### config.mk
export PLATFORM = sky130hd
export DESIGN_NAME = parb_out
export DESIGN_NICKNAME = d
export VERILOG_FILES = /design/src/parb_pkg.sv /design/src/parb_out.sv
export SDC_FILE = /design/constraint.sdc
export NUM_CORES = 1
export LEC_CHECK = 0
export BUFFER_PORTS_ARGS = -buffer_cell sky130_fd_sc_hd__buf_4
export CELL_PAD_IN_SITES_DETAIL_PLACEMENT = 0
export CELL_PAD_IN_SITES_GLOBAL_PLACEMENT = 1
export CORE_AREA = 8 8 94 96
export DETAILED_ROUTE_END_ITERATION = 10
export DIE_AREA = 0 0 102 104
export PLACE_DENSITY = 0.72
export RECOVER_POWER = 25
export SLEW_MARGIN = 20
export SYNTH_ARGS = -nofsm -noshare
export SYNTH_HDL_FRONTEND = slang
export SYNTH_SLANG_ARGS = --single-unit
### constraint.sdc
create_clock -name clk -period 2.9 [get_ports clk]
set_input_delay 0.58 -clock clk [delete_from_list [all_inputs] [get_ports clk]]
set_output_delay 0.58 -clock clk [all_outputs]
set_load 0.05 [all_outputs]
### src/parb_pkg.sv
`default_nettype none

package parb_pkg;

  // opcode carried in s_tuser
  typedef enum logic [1:0] {
    OP_WRITE = 2'd0,
    OP_TICK  = 2'd1,
    OP_PULL  = 2'd2,
    OP_STOP  = 2'd3
  } parb_op_t;

  // configuration register indexes
  localparam logic [1:0] REG_PREBUFFER = 2'd0;
  localparam logic [1:0] REG_MAX_BUF   = 2'd1;
  localparam logic [1:0] REG_PER_TICK  = 2'd2;

  localparam int CfgWidth   = 15;
  localparam int LevelWidth = 15;
  localparam int SampleWidth = 16;
  localparam int TimeWidth  = 48;

  localparam logic [CfgWidth-1:0] PREBUFFER_RESET = 15'd3840;
  localparam logic [CfgWidth-1:0] MAX_BUF_RESET   = 15'd9600;
  localparam logic [CfgWidth-1:0] PER_TICK_RESET  = 15'd480;

  // status of one step, sample word travels apart from the ram
  typedef struct packed {
    logic                  sample_valid;
    logic                  dropped_oldest;
    logic                  deliver;
    logic [LevelWidth-1:0] trimmed_frames;
    logic [LevelWidth-1:0] fill_level;
    logic                  running;
  } parb_result_t;

endpackage

`default_nettype wire

### src/parb_out.sv
`default_nettype none

module parb_out (
  input  wire logic                             clk,
  input  wire logic                             rst,
  input  wire logic                             accept,
  input  wire parb_pkg::parb_result_t           result,
  input  wire logic [parb_pkg::SampleWidth-1:0] ram_rdata,
  output logic                                  slot_free,
  output logic                                  m_tvalid,
  input  wire logic                             m_tready,
  output logic      [55:0]                      m_tdata
);

  // pending stage waits for the ram read data, output stage holds the word
  logic                             pend_valid;
  parb_pkg::parb_result_t           pend;
  logic                             out_valid;
  parb_pkg::parb_result_t           out_res;
  logic [parb_pkg::SampleWidth-1:0] out_sample;
  logic                             move;

  assign move      = pend_valid && (!out_valid || m_tready);
  assign slot_free = !pend_valid || move;

  always_ff @(posedge clk) begin
    if (rst) begin
      pend_valid <= 1'b0;
      out_valid  <= 1'b0;
    end else begin
      if (accept) begin
        pend_valid <= 1'b1;
      end else if (move) begin
        pend_valid <= 1'b0;
      end
      if (move) begin
        out_valid <= 1'b1;
      end else if (m_tready) begin
        out_valid <= 1'b0;
      end
    end
  end

  always_ff @(posedge clk) begin
    if (accept) begin
      pend <= result;
    end
    if (move) begin
      out_res    <= pend;
      out_sample <= pend.sample_valid ? ram_rdata : '0;
    end
  end

  assign m_tvalid = out_valid;
  assign m_tdata  = {6'd0, out_res.running, out_res.fill_level, out_res.trimmed_frames,
                     out_res.deliver, out_res.dropped_oldest, out_res.sample_valid,
                     out_sample};

endmodule

`default_nettype wire

==> PnR_summary.wiki <==
{| class="wikitable"
! Metric !! Value
|-
| Status || complete, no violations
|-
| Register share of total power || 55.3%
|-
| Internal power || slightly above 2 mW
|-
| Count of hold buffers inserted by post-cts repair || 0
|-
| Unrepaired setup endpoints after global routing || no
|-
| Post-route clock skew || 0.00884 ns
|-
| Layout overhead on the synthesized area || 40.1%
|-
| Worst Path Arrival || 1.06 ns
|-
| Drc violations || 0
|-
| Grt ovf || 0
|-
| Total Die Area || 10600 µm²
|-
| Height of the die || 104 µm
|-
| Final layout net count || 286
|-
| Clock buffers created by TritonCTS || 9
|-
| Row Count || 32
|-
| Switching power of the nets || 0.609 mW
|-
| Via count of the first global-routing pass || 1453
|-
| Half-perimeter wire length after detailed placement || 3850 µm
|-
| CTS tree || yes
|-
| Area taken by flip-flops and latches || between 2000 and 3000 µm²
|-
| Worst Hold Class || primary input to register
|-
| Worst voltage drop across the vdd grid || 0.000316 V
|-
| Core area || about 7400 µm²
|-
| IO Port Bufs || 105
|-
| Switching Fraction || 22.8%
|-
| Startpoint of the lowest-slack hold path || rst
|-
| Minimum hold slack || 0.397 ns
|-
| Power per unit of standard cell area || 687 nW/µm²
|-
| Type of element capturing the critical path || primary output
|-
| Clock tree root driver cell || sky130_fd_sc_hd__clkbuf_8
|-
| Share of total power in the clock network || 33.5%
|-
| Max-cap violation count || 0
|-
| Flop2flop setup slack || 1.37 ns
|-
| Netlist area before placement || 2780 µm²
|-
| Ratio of cells with drive above 1 in the final layout || 55.7%
|-
| Global router's overall resource usage || approximately a tenth
|-
| DR pass1 iterations || 4
|-
| H-tree levels || 3
|-
| Worst R2R End || m_tdata[29]
|-
| Vias || 1393
|-
| Total Wirelength || a little over 5000 µm
|-
| Setup repair bufs after CTS || 0
|-
| Critical Path Fanout Max || 2
|-
| Clock latency of the later-clocked register in the worst-skew pair || 0.34 ns
|-
| Total of endpoints with negative setup slack in the final report || 0
|-
| Remaining number of nets flagged by the antenna check after routing || 0
|-
| Static power due to leakage || between 1.5 and 2 nW
|-
| Number of unique standard cell types used by synthesis || 11
|-
| Number of antenna violations at the first check in global routing || 0
|-
| Syn_area_per_cell || 23.7 µm²
|-
| Area used by multi-input combinational logic || ~170 µm²
|-
| Number of fill cells in the layout || 652
|-
| Length in cells of the worst reg-to-reg path || 3
|-
| Hold Path Depth || 2
|-
| Headroom to the max-slew limit || between 60% and 70%
|-
| Clock transition at the registers of the reported paths || around 0.080 ns
|-
| Number of synthesized register bits || 86
|-
| Setup CP Type || primary input to primary output
|-
| Total count of hold-check failures in the final report || 0
|-
| Origin of the worst setup path || m_tready
|-
| Data required, critical path || 2.32 ns
|-
| Final clock period utilization by the worst path || 56.4%
|-
| Global-route wire length before repair || approximately 7600 µm
|-
| Final weighted congestion in routability-driven placement || 0.660
|-
| Origin of the critical flop-to-flop path || m_tvalid
|-
| End point of the most critical hold path || pend_valid
|-
| Ports || 112
|-
| Max Clock Freq || 612 MHz
|-
| Number of sinks handled by clock tree synthesis || 86
|-
| Detail-routed net length per standard cell || 15.1 µm
|-
| Post-CTS resize count || 0
|-
| Proportion of power drawn by combinational gates || 11.2%
|-
| Number of warnings reported in the yosys synthesis log || 0
|-
| Largest net degree at the start of global routing || 36
|-
| Maximum clock path buffer count || 2
|-
| Proportion of synthesized chip area in sequential cells || between 90 and 100%
|-
| Final-layout setup total negative slack || 0 ns
|-
| Critical path startpoint category || primary input
|-
| Antenna cell count || 0
|-
| Chip Width || 102 µm
|-
| Vias per inst || approximately 4.1
|-
| Drt first-iter violations || 62
|-
| Starting utilization of the core area || 37.3%
|-
| Actual transition at the worst max-transition pin || 0.598 ns
|-
| Post-Syn Instances || 117
|-
| Minimum period implied by the final worst setup slack || 1.64 ns
|-
| Fin. max-slew vios || 0
|}
==> through the flow <==
stage	setup slack, ns	cells	util (%)	power (mW)	cell area, µm²
final	1.26	339	52.2	2.67	3890
after global routing	1.23	339	52.2	2.78	3890
after CTS	1.26	339	52.3	2.71	3890
after detailed placement	0.986	323	49.3	1.81	3670
after global placement	1.01	323	49.3	1.81	3670
after floorplan	0.591	122	-	1.68	2790
==> state kept, by name, indices dropped and copies added, names as in the netlist <==
name,count
pend_valid,1
out_sample,16
m_tvalid,1
m_tdata,34
pend,34
==> worst max-delay path, stage by stage <==
cell and delay [ns]:
sky130_fd_sc_hd__buf_4 0.11, sky130_fd_sc_hd__nand3b_1 0.16, sky130_fd_sc_hd__buf_4 0.20
==> cell usage after synthesis <==
cell type	instances	area share, %
sky130_fd_sc_hd__edfxtp_1	84	91
sky130_fd_sc_hd__dfxtp_1	2	1.4
sky130_fd_sc_hd__nand3b_1	1	0.27
sky130_fd_sc_hd__a21oi_1	2	0.36
sky130_fd_sc_hd__buf_6	1	0.41
sky130_fd_sc_hd__conb_1	1	0.14
sky130_fd_sc_hd__and2_1	5	1.1
sky130_fd_sc_hd__nand2b_1	1	0.23
sky130_fd_sc_hd__and2_2	12	3.2
sky130_fd_sc_hd__inv_1	2	0.27
sky130_fd_sc_hd__buf_4	6	1.6
==> cell families after synthesis <==
logic type             Yosys count  synth area share, %
flip-flops                      86                 92.3
buffers and inverters            9                 2.30
AND/OR/NAND/NOR                 19                 4.87
AO/OA/AOI/OAI                    2                0.361
other                            1                0.135
==> area by class of cell <==
type,instances,share of cell area (%)
inverter,2,0.193
sequential,86,65.9
timing repair buffer,106,20.7
multi-input combinational,27,4.34
tap,102,3.28
clock buffer,12,3.73
clock inverter,4,1.87
==> how the worst max path moves through the flow <==
stage                     slack (ns)              to
after CTS                       1.26       slot_free
final                           1.26       slot_free
after floorplan                 0.59     m_tdata[16]
after global routing            1.23       slot_free
after detailed placement        0.99  out_sample[10]
after global placement          1.01     m_tdata[16]
==> layer usage <==
layer / vias to the layer above / share of wire [%] / wire length [µm] / track usage (%)
met5: - / 0 / 0 / 0
met4: 0 / 1.2 / 60 / 4.09
met3: 6 / 15 / 759 / 5.42
met2: 85 / 47 / 2390 / 14.8
met1: 645 / 37 / 1920 / 10.2
li1: 657 / - / - / -
==> cells in the final DEF, fill, tap and decap left out <==
cell / count
sky130_fd_sc_hd__conb_1: 6
sky130_fd_sc_hd__nand2b_1: 1
sky130_fd_sc_hd__clkinvlp_4: 1
sky130_fd_sc_hd__edfxtp_1: 84
sky130_fd_sc_hd__and2_2: 13
sky130_fd_sc_hd__and2_1: 4
sky130_fd_sc_hd__bufinv_16: 2
sky130_fd_sc_hd__buf_4: 71
sky130_fd_sc_hd__clkbuf_4: 33
sky130_fd_sc_hd__a21oi_1: 2
sky130_fd_sc_hd__clkbuf_8: 10
sky130_fd_sc_hd__dfxtp_1: 2
sky130_fd_sc_hd__inv_1: 2
sky130_fd_sc_hd__clkbuf_1: 3
sky130_fd_sc_hd__nand3b_1: 1
sky130_fd_sc_hd__clkinv_2: 1
sky130_fd_sc_hd__buf_12: 1
==> power groups by stage <==
stage          Sequential, mW  Clock, mW  Combinational (mW)
2_1_floorplan            1.63          0              0.0515
3_3_place_gp             1.51          0               0.303
3_5_place_dp             1.51          0               0.306
4_1_cts                  1.48      0.925               0.306
5_1_grt                  1.49      0.978               0.312
6_report                 1.48      0.896               0.299
Power figures use the tool's default switching activity.
