### config.mk
export PLATFORM = sky130hd
export DESIGN_NAME = parb_core
export DESIGN_NICKNAME = d
export VERILOG_FILES = /design/src/parb_pkg.sv /design/src/parb_core.sv
export SDC_FILE = /design/constraint.sdc
export NUM_CORES = 1
export LEC_CHECK = 0
export ABC_CLOCK_PERIOD_IN_PS = 10000
export BUFFER_PORTS_ARGS = -buffer_cell sky130_fd_sc_hd__buf_4
export CAP_MARGIN = 10
export CELL_PAD_IN_SITES_DETAIL_PLACEMENT = 0
export CELL_PAD_IN_SITES_GLOBAL_PLACEMENT = 1
export CORE_ASPECT_RATIO = 0.8
export CORE_UTILIZATION = 30
export DETAILED_ROUTE_END_ITERATION = 12
export PLACE_DENSITY_LB_ADDON = 0.1
export SKIP_CTS_REPAIR_TIMING = 1
export SLEW_MARGIN = 20
export SYNTH_ARGS = -nofsm -noshare
export SYNTH_HDL_FRONTEND = slang
export SYNTH_SLANG_ARGS = --single-unit
### constraint.sdc
create_clock -name clk -period 10 [get_ports clk]
set_input_delay 2 -clock clk [delete_from_list [all_inputs] [get_ports clk]]
set_output_delay 2 -clock clk [all_outputs]
set_load 0.02 [all_outputs]
### src/parb_pkg.sv
`default_nettype none

package parb_pkg;

  // opcode carried in s_tuser
  typedef enum logic [1:0] {
    OP_WRITE = 2'd0,
    OP_TICK  = 2'd1,
    OP_PULL  = 2'd2,
    OP_STOP  = 2'd3
  } parb_op_t;

  // configuration register indexes
  localparam logic [1:0] REG_PREBUFFER = 2'd0;
  localparam logic [1:0] REG_MAX_BUF   = 2'd1;
  localparam logic [1:0] REG_PER_TICK  = 2'd2;

  localparam int CfgWidth   = 15;
  localparam int LevelWidth = 15;
  localparam int SampleWidth = 16;
  localparam int TimeWidth  = 48;

  localparam logic [CfgWidth-1:0] PREBUFFER_RESET = 15'd3840;
  localparam logic [CfgWidth-1:0] MAX_BUF_RESET   = 15'd9600;
  localparam logic [CfgWidth-1:0] PER_TICK_RESET  = 15'd480;

  // status of one step, sample word travels apart from the ram
  typedef struct packed {
    logic                  sample_valid;
    logic                  dropped_oldest;
    logic                  deliver;
    logic [LevelWidth-1:0] trimmed_frames;
    logic [LevelWidth-1:0] fill_level;
    logic                  running;
  } parb_result_t;

endpackage

`default_nettype wire

### src/parb_core.sv
`default_nettype none

module parb_core #(
  parameter int RING_DEPTH = 16384
) (
  input  wire logic                                 clk,
  input  wire logic                                 rst,
  input  wire logic                                 accept,
  input  wire parb_pkg::parb_op_t                   opcode,
  input  wire logic [parb_pkg::SampleWidth-1:0]     sample_in,
  input  wire logic [parb_pkg::TimeWidth-1:0]       now_frames,
  input  wire logic                                 cfg_we,
  input  wire logic [1:0]                           cfg_index,
  input  wire logic [parb_pkg::CfgWidth-1:0]        cfg_data,
  output logic                                      ram_we,
  output logic                                      ram_re,
  output logic      [$clog2(RING_DEPTH)-1:0]        ram_addr,
  output logic      [parb_pkg::SampleWidth-1:0]     ram_wdata,
  output parb_pkg::parb_result_t                    result
);

  localparam int PW = $clog2(RING_DEPTH);
  localparam int FW = $clog2(RING_DEPTH + 1);
  localparam int EW = (FW > parb_pkg::CfgWidth) ? FW : parb_pkg::CfgWidth;
  localparam int TW = parb_pkg::TimeWidth;

  logic [PW-1:0] read_pointer, read_pointer_next;
  logic [PW-1:0] write_pointer, write_pointer_next;
  logic [FW-1:0] fill_count, fill_count_next;
  logic          pacing_started, pacing_started_next;
  logic [TW-1:0] start_time, start_time_next;
  logic [TW-1:0] delivered_frames, delivered_frames_next;

  logic [parb_pkg::CfgWidth-1:0] prebuffer_frames;
  logic [parb_pkg::CfgWidth-1:0] max_buffered_frames;
  logic [parb_pkg::CfgWidth-1:0] frames_per_tick;

  logic [PW-1:0] rp_inc, wp_inc;
  logic          full;
  logic [EW-1:0] fill_e, cap_e, prebuf_e, trim_e, fill_next_e;
  logic [FW-1:0] trim_f;
  logic [FW:0]   rp_sum, rp_wrap;
  logic [TW-1:0] elapsed;
  logic [TW:0]   allowed;
  logic          late;

  assign rp_inc = (read_pointer == PW'(RING_DEPTH - 1)) ? '0 : read_pointer + 1'b1;
  assign wp_inc = (write_pointer == PW'(RING_DEPTH - 1)) ? '0 : write_pointer + 1'b1;
  assign full   = (fill_count == FW'(RING_DEPTH));

  assign fill_e   = EW'(fill_count);
  assign cap_e    = EW'(max_buffered_frames);
  assign prebuf_e = EW'(prebuffer_frames);
  assign trim_e   = fill_e - cap_e;
  assign trim_f   = FW'(trim_e);

  // trim never exceeds the depth, so one subtract wraps the pointer
  assign rp_sum  = (FW + 1)'(read_pointer) + (FW + 1)'(trim_f);
  assign rp_wrap = (rp_sum >= (FW + 1)'(RING_DEPTH)) ? rp_sum - (FW + 1)'(RING_DEPTH)
                                                     : rp_sum;

  // elapsed wraps with the clock; the slack sum keeps its carry
  assign elapsed = now_frames - start_time;
  assign allowed = {1'b0, elapsed} + (TW + 1)'(frames_per_tick);
  assign late    = ({1'b0, delivered_frames} > allowed);

  always_comb begin
    read_pointer_next     = read_pointer;
    write_pointer_next    = write_pointer;
    fill_count_next       = fill_count;
    pacing_started_next   = pacing_started;
    start_time_next       = start_time;
    delivered_frames_next = delivered_frames;
    ram_we                = 1'b0;
    ram_re                = 1'b0;
    ram_addr              = read_pointer;
    ram_wdata             = sample_in;
    result                = '0;
    if (accept) begin
      unique case (opcode)
        parb_pkg::OP_WRITE: begin
          ram_we             = 1'b1;
          ram_addr           = write_pointer;
          write_pointer_next = wp_inc;
          if (full) begin
            read_pointer_next     = rp_inc;
            result.dropped_oldest = 1'b1;
          end else begin
            fill_count_next = fill_count + 1'b1;
          end
        end
        parb_pkg::OP_TICK: begin
          if (!pacing_started) begin
            if (fill_e >= prebuf_e) begin
              pacing_started_next   = 1'b1;
              start_time_next       = now_frames;
              delivered_frames_next = '0;
            end
          end else begin
            if (fill_e > cap_e) begin
              result.trimmed_frames = trim_e[parb_pkg::LevelWidth-1:0];
              read_pointer_next     = PW'(rp_wrap);
              fill_count_next       = FW'(cap_e);
            end
            if (!late) begin
              result.deliver        = 1'b1;
              delivered_frames_next = delivered_frames + TW'(frames_per_tick);
            end
          end
        end
        parb_pkg::OP_PULL: begin
          if (fill_count != '0) begin
            ram_re              = 1'b1;
            result.sample_valid = 1'b1;
            read_pointer_next   = rp_inc;
            fill_count_next     = fill_count - 1'b1;
          end
        end
        parb_pkg::OP_STOP: begin
          pacing_started_next = 1'b0;
        end
        default: begin
          pacing_started_next = pacing_started;
        end
      endcase
    end
    fill_next_e       = EW'(fill_count_next);
    result.fill_level = fill_next_e[parb_pkg::LevelWidth-1:0];
    result.running    = pacing_started_next;
  end

  always_ff @(posedge clk) begin
    if (rst) begin
      read_pointer        <= '0;
      write_pointer       <= '0;
      fill_count          <= '0;
      pacing_started      <= 1'b0;
      start_time          <= '0;
      delivered_frames    <= '0;
      prebuffer_frames    <= parb_pkg::PREBUFFER_RESET;
      max_buffered_frames <= parb_pkg::MAX_BUF_RESET;
      frames_per_tick     <= parb_pkg::PER_TICK_RESET;
    end else begin
      read_pointer     <= read_pointer_next;
      write_pointer    <= write_pointer_next;
      fill_count       <= fill_count_next;
      pacing_started   <= pacing_started_next;
      start_time       <= start_time_next;
      delivered_frames <= delivered_frames_next;
      if (cfg_we) begin
        unique case (cfg_index)
          parb_pkg::REG_PREBUFFER: prebuffer_frames    <= cfg_data;
          parb_pkg::REG_MAX_BUF:   max_buffered_frames <= cfg_data;
          parb_pkg::REG_PER_TICK:  frames_per_tick     <= cfg_data;
          default: begin
            prebuffer_frames <= prebuffer_frames;
          end
        endcase
      end
    end
  end

endmodule

`default_nettype wire

==> impl_metrics.py <==
metrics = {
    "outcome": {
        "outcome": "finished clean",
    },
    "floorplanning": {
        "dieArea_sq_mm": 0.0586,
        "rows": 78,
        "initial_utilization": 0.305,
        "ios": 153,
        "coreArea_sq_mm": 0.0568,
        "die_y_um": 217,
        "fp.dieW_um": 270,
    },
    "power": {
        "finalPower_mw": 2.25,
        "total_leakage_power_nw": 7.84,
        "power_density_mw_per_mm2": 116,
        "ir_drop_uv": 75.4,
    },
    "route": {
        "routed_wl_um": 55500,
        "first_iter_violations": 1133,
        "drtAntennaViolNets": 0,
        "drc": 0,
        "wl_per_cell_um": 17.9,
        "vias": 16400,
        "routed_via_density": 5.29,
        "drt_first_pass_iters": 5,
    },
    "global_route": {
        "top_usage_layer": "met1",
        "use_met3": 0.0281,
        "grt_max_degree": 50,
        "track_usage": 0.188,
        "grt_pass1_vias": 15400,
        "grt_pass1_wl_um": 87500,
        "antenna_found_initial": 1,
        "grt_overflow": 0,
        "grt_use_met1": 0.284,
        "met2_usage": 0.277,
    },
    "synthesis": {
        "syn_area_per_cell_sq_um": 7.50,
        "synth_top_cell_by_area": "dfxtp_1",
        "yosysTopAreaCellShare": 0.214,
        "yosys_warnings": 0,
        "synth_edf_count": 0,
        "syn_area_sq_mm": 0.0173,
        "yosysMostFrequentCell": "nand2_1",
        "synth-seq-cells": 185,
        "yosys.cell_types.count": 98,
        "synthTopCellsByCount": "nand2_1, a21oi_1, nor2_1",
        "synthArstFlopShare": 0,
        "synth_ff_type": "dfxtp_1",
        "synth.area.top_cells": "dfxtp_1, ha_1, a21oi_1",
        "yosysSeqAreaShare": 0.214,
        "synth_nets": 2572,
        "postSynthCellCount": 2308,
    },
    "critical_path": {
        "cp.arrival_ns": 7.53,
        "critPathCaptureType": "primary output",
        "startpoint_type": "input pin",
        "crit_path_max_fanout": 5,
        "max_stage_delay_ns": 0.40,
        "crit_path_top_delay_cell": "fa_1",
        "worst_ep_required_time_ns": 8.00,
        "critical_path_class": "in -> out",
    },
    "clock_tree": {
        "clk_path_buf_depth": 2,
        "cts_made_buffers": 17,
        "root_buffer": "clkbuf_16",
        "htreeDepth": 4,
        "clkSinkCount": 185,
        "clock_latency_ns": 0.50,
        "clkTransAtPathRegs_ns": 0.08,
        "cts_tree": "done",
    },
    "final_layout": {
        "nets": 2599,
        "num_antenna_cells": 0,
        "area_growth_pct": 12.1,
        "drive_gt1_frac": 0.109,
    },
    "sta": {
        "timing.slew.headroom": 0.358,
        "hold_viol": 0,
        "skew_ns": 0.0146,
        "fin_setup_tns_ns": 0,
        "setup_viol": 0,
        "rsz0062_at_grt": "no",
        "worst_slew_pin_slew_ns": 0.956,
        "fmax_ghz": 0.105,
        "layout_setup_ws_ns": 0.472,
        "min_period_over_period": 0.953,
        "min_period_ns": 9.53,
        "finalMaxSlewViolations": 0,
    },
    "placed_design": {
        "place.gp.congestion": 0.854,
        "dp_slack_ns": 0.0844,
        "numPortBuffers": 120,
        "dp_hpwl_um": 42600,
    },
    "flow_run": {
        "maxCapViolations": 0,
    },
    "worst_hold_path": {
        "hold_path.class": "reg -> reg",
    },
}
==> critical path, delay by kind of cell <==
family | cells | cell delay (ns)
simple gates | 11 | 1.93
compound gates | 10 | 1.91
fa+ha+maj | 4 | 1.15
buf+inv | 3 | 0.26
xor+xnor | 2 | 0.24
==> logic make-up after synthesis <==
logic type / share of synthesized area
AND/OR/NAND/NOR: 0.224
AO/OA/AOI/OAI: 0.252
buffers and inverters: 0.0664
flip-flops: 0.214
adder cells (fa/ha/maj): 0.130
XOR/XNOR: 0.0643
multiplexers: 0.0493
==> layout make-up <==
class                           count  area (sq um)
Multi-Input combinational cell   1851         12500
Tap cell                          760           951
Clock buffer                       17           425
Inverter                          137           514
Clock inverter                     15           198
Sequential cell                   185          3700
Timing Repair Buffer              143          1090
Fill cell                        6070         37400
==> per-layer routing <==
metal  part of all wire  routed length (um)
met3              0.040                2200
met1               0.53               29300
met5                  0                   0
met2               0.42               23400
met4              0.011                 611
==> metrics by stage <==
stage | instance area (sq um) | std cells | utilization | hold slack (ns)
2_1_floorplan | 17300 | 2308 | - | 0.436
3_3_place_gp | 18700 | 3075 | 0.330 | 0.443
3_5_place_dp | 18700 | 3075 | 0.330 | 0.448
4_1_cts | 19400 | 3107 | 0.341 | 0.459
5_1_grt | 19400 | 3108 | 0.341 | 0.482
6_report | 19400 | 3108 | 0.341 | 0.459
==> path summary, 6_finish.rpt <==
path / to / cells after the start / startpoint / slack (ns)
worst max-delay path: result[31] / 30 / now_frames[0] / 0.47
worst min-delay path: prebuf_e[7] / 2 / prebuf_e[7] / 0.46
worst max register to register: delivered_frames[12] / 29 / start_time[1] / 3.33
worst min register to register: prebuf_e[7] / 2 / prebuf_e[7] / 0.46
==> sequential cells by signal, indices dropped and copies added, names as in the netlist <==
| signal | flops |
|---|---|
| delivered_frames | 48 |
| pacing_started | 1 |
| frames_per_tick | 15 |
| write_pointer | 14 |
| prebuf_e | 15 |
| start_time | 48 |
| read_pointer | 14 |
| fill_count | 15 |
| cap_e | 15 |
==> cell usage in the layout, fill, tap and decap left out, types with 35 or more instances in the layout <==
| master | n |
|---|---|
| a21o_1 | 56 |
| a21oi_1 | 217 |
| and3_1 | 43 |
| buf_4 | 142 |
| dfxtp_1 | 185 |
| ha_1 | 172 |
| inv_1 | 137 |
| mux2i_1 | 68 |
| nand2_1 | 236 |
| nand3_1 | 52 |
| nand4_1 | 46 |
| nor2_1 | 214 |
| o21a_1 | 35 |
| o21ai_0 | 126 |
| xnor2_1 | 62 |
| xor2_1 | 65 |
==> report_power, final <==
part | internal, mW | leakage [nW] | switching, mW
Sequential | 0.755 | 1.50 | 0.0293
Combinational | 0.283 | 6.04 | 0.429
Clock | 0.362 | 0.301 | 0.389
Total | 1.40 | 7.84 | 0.848
Power figures use the tool's default switching activity.
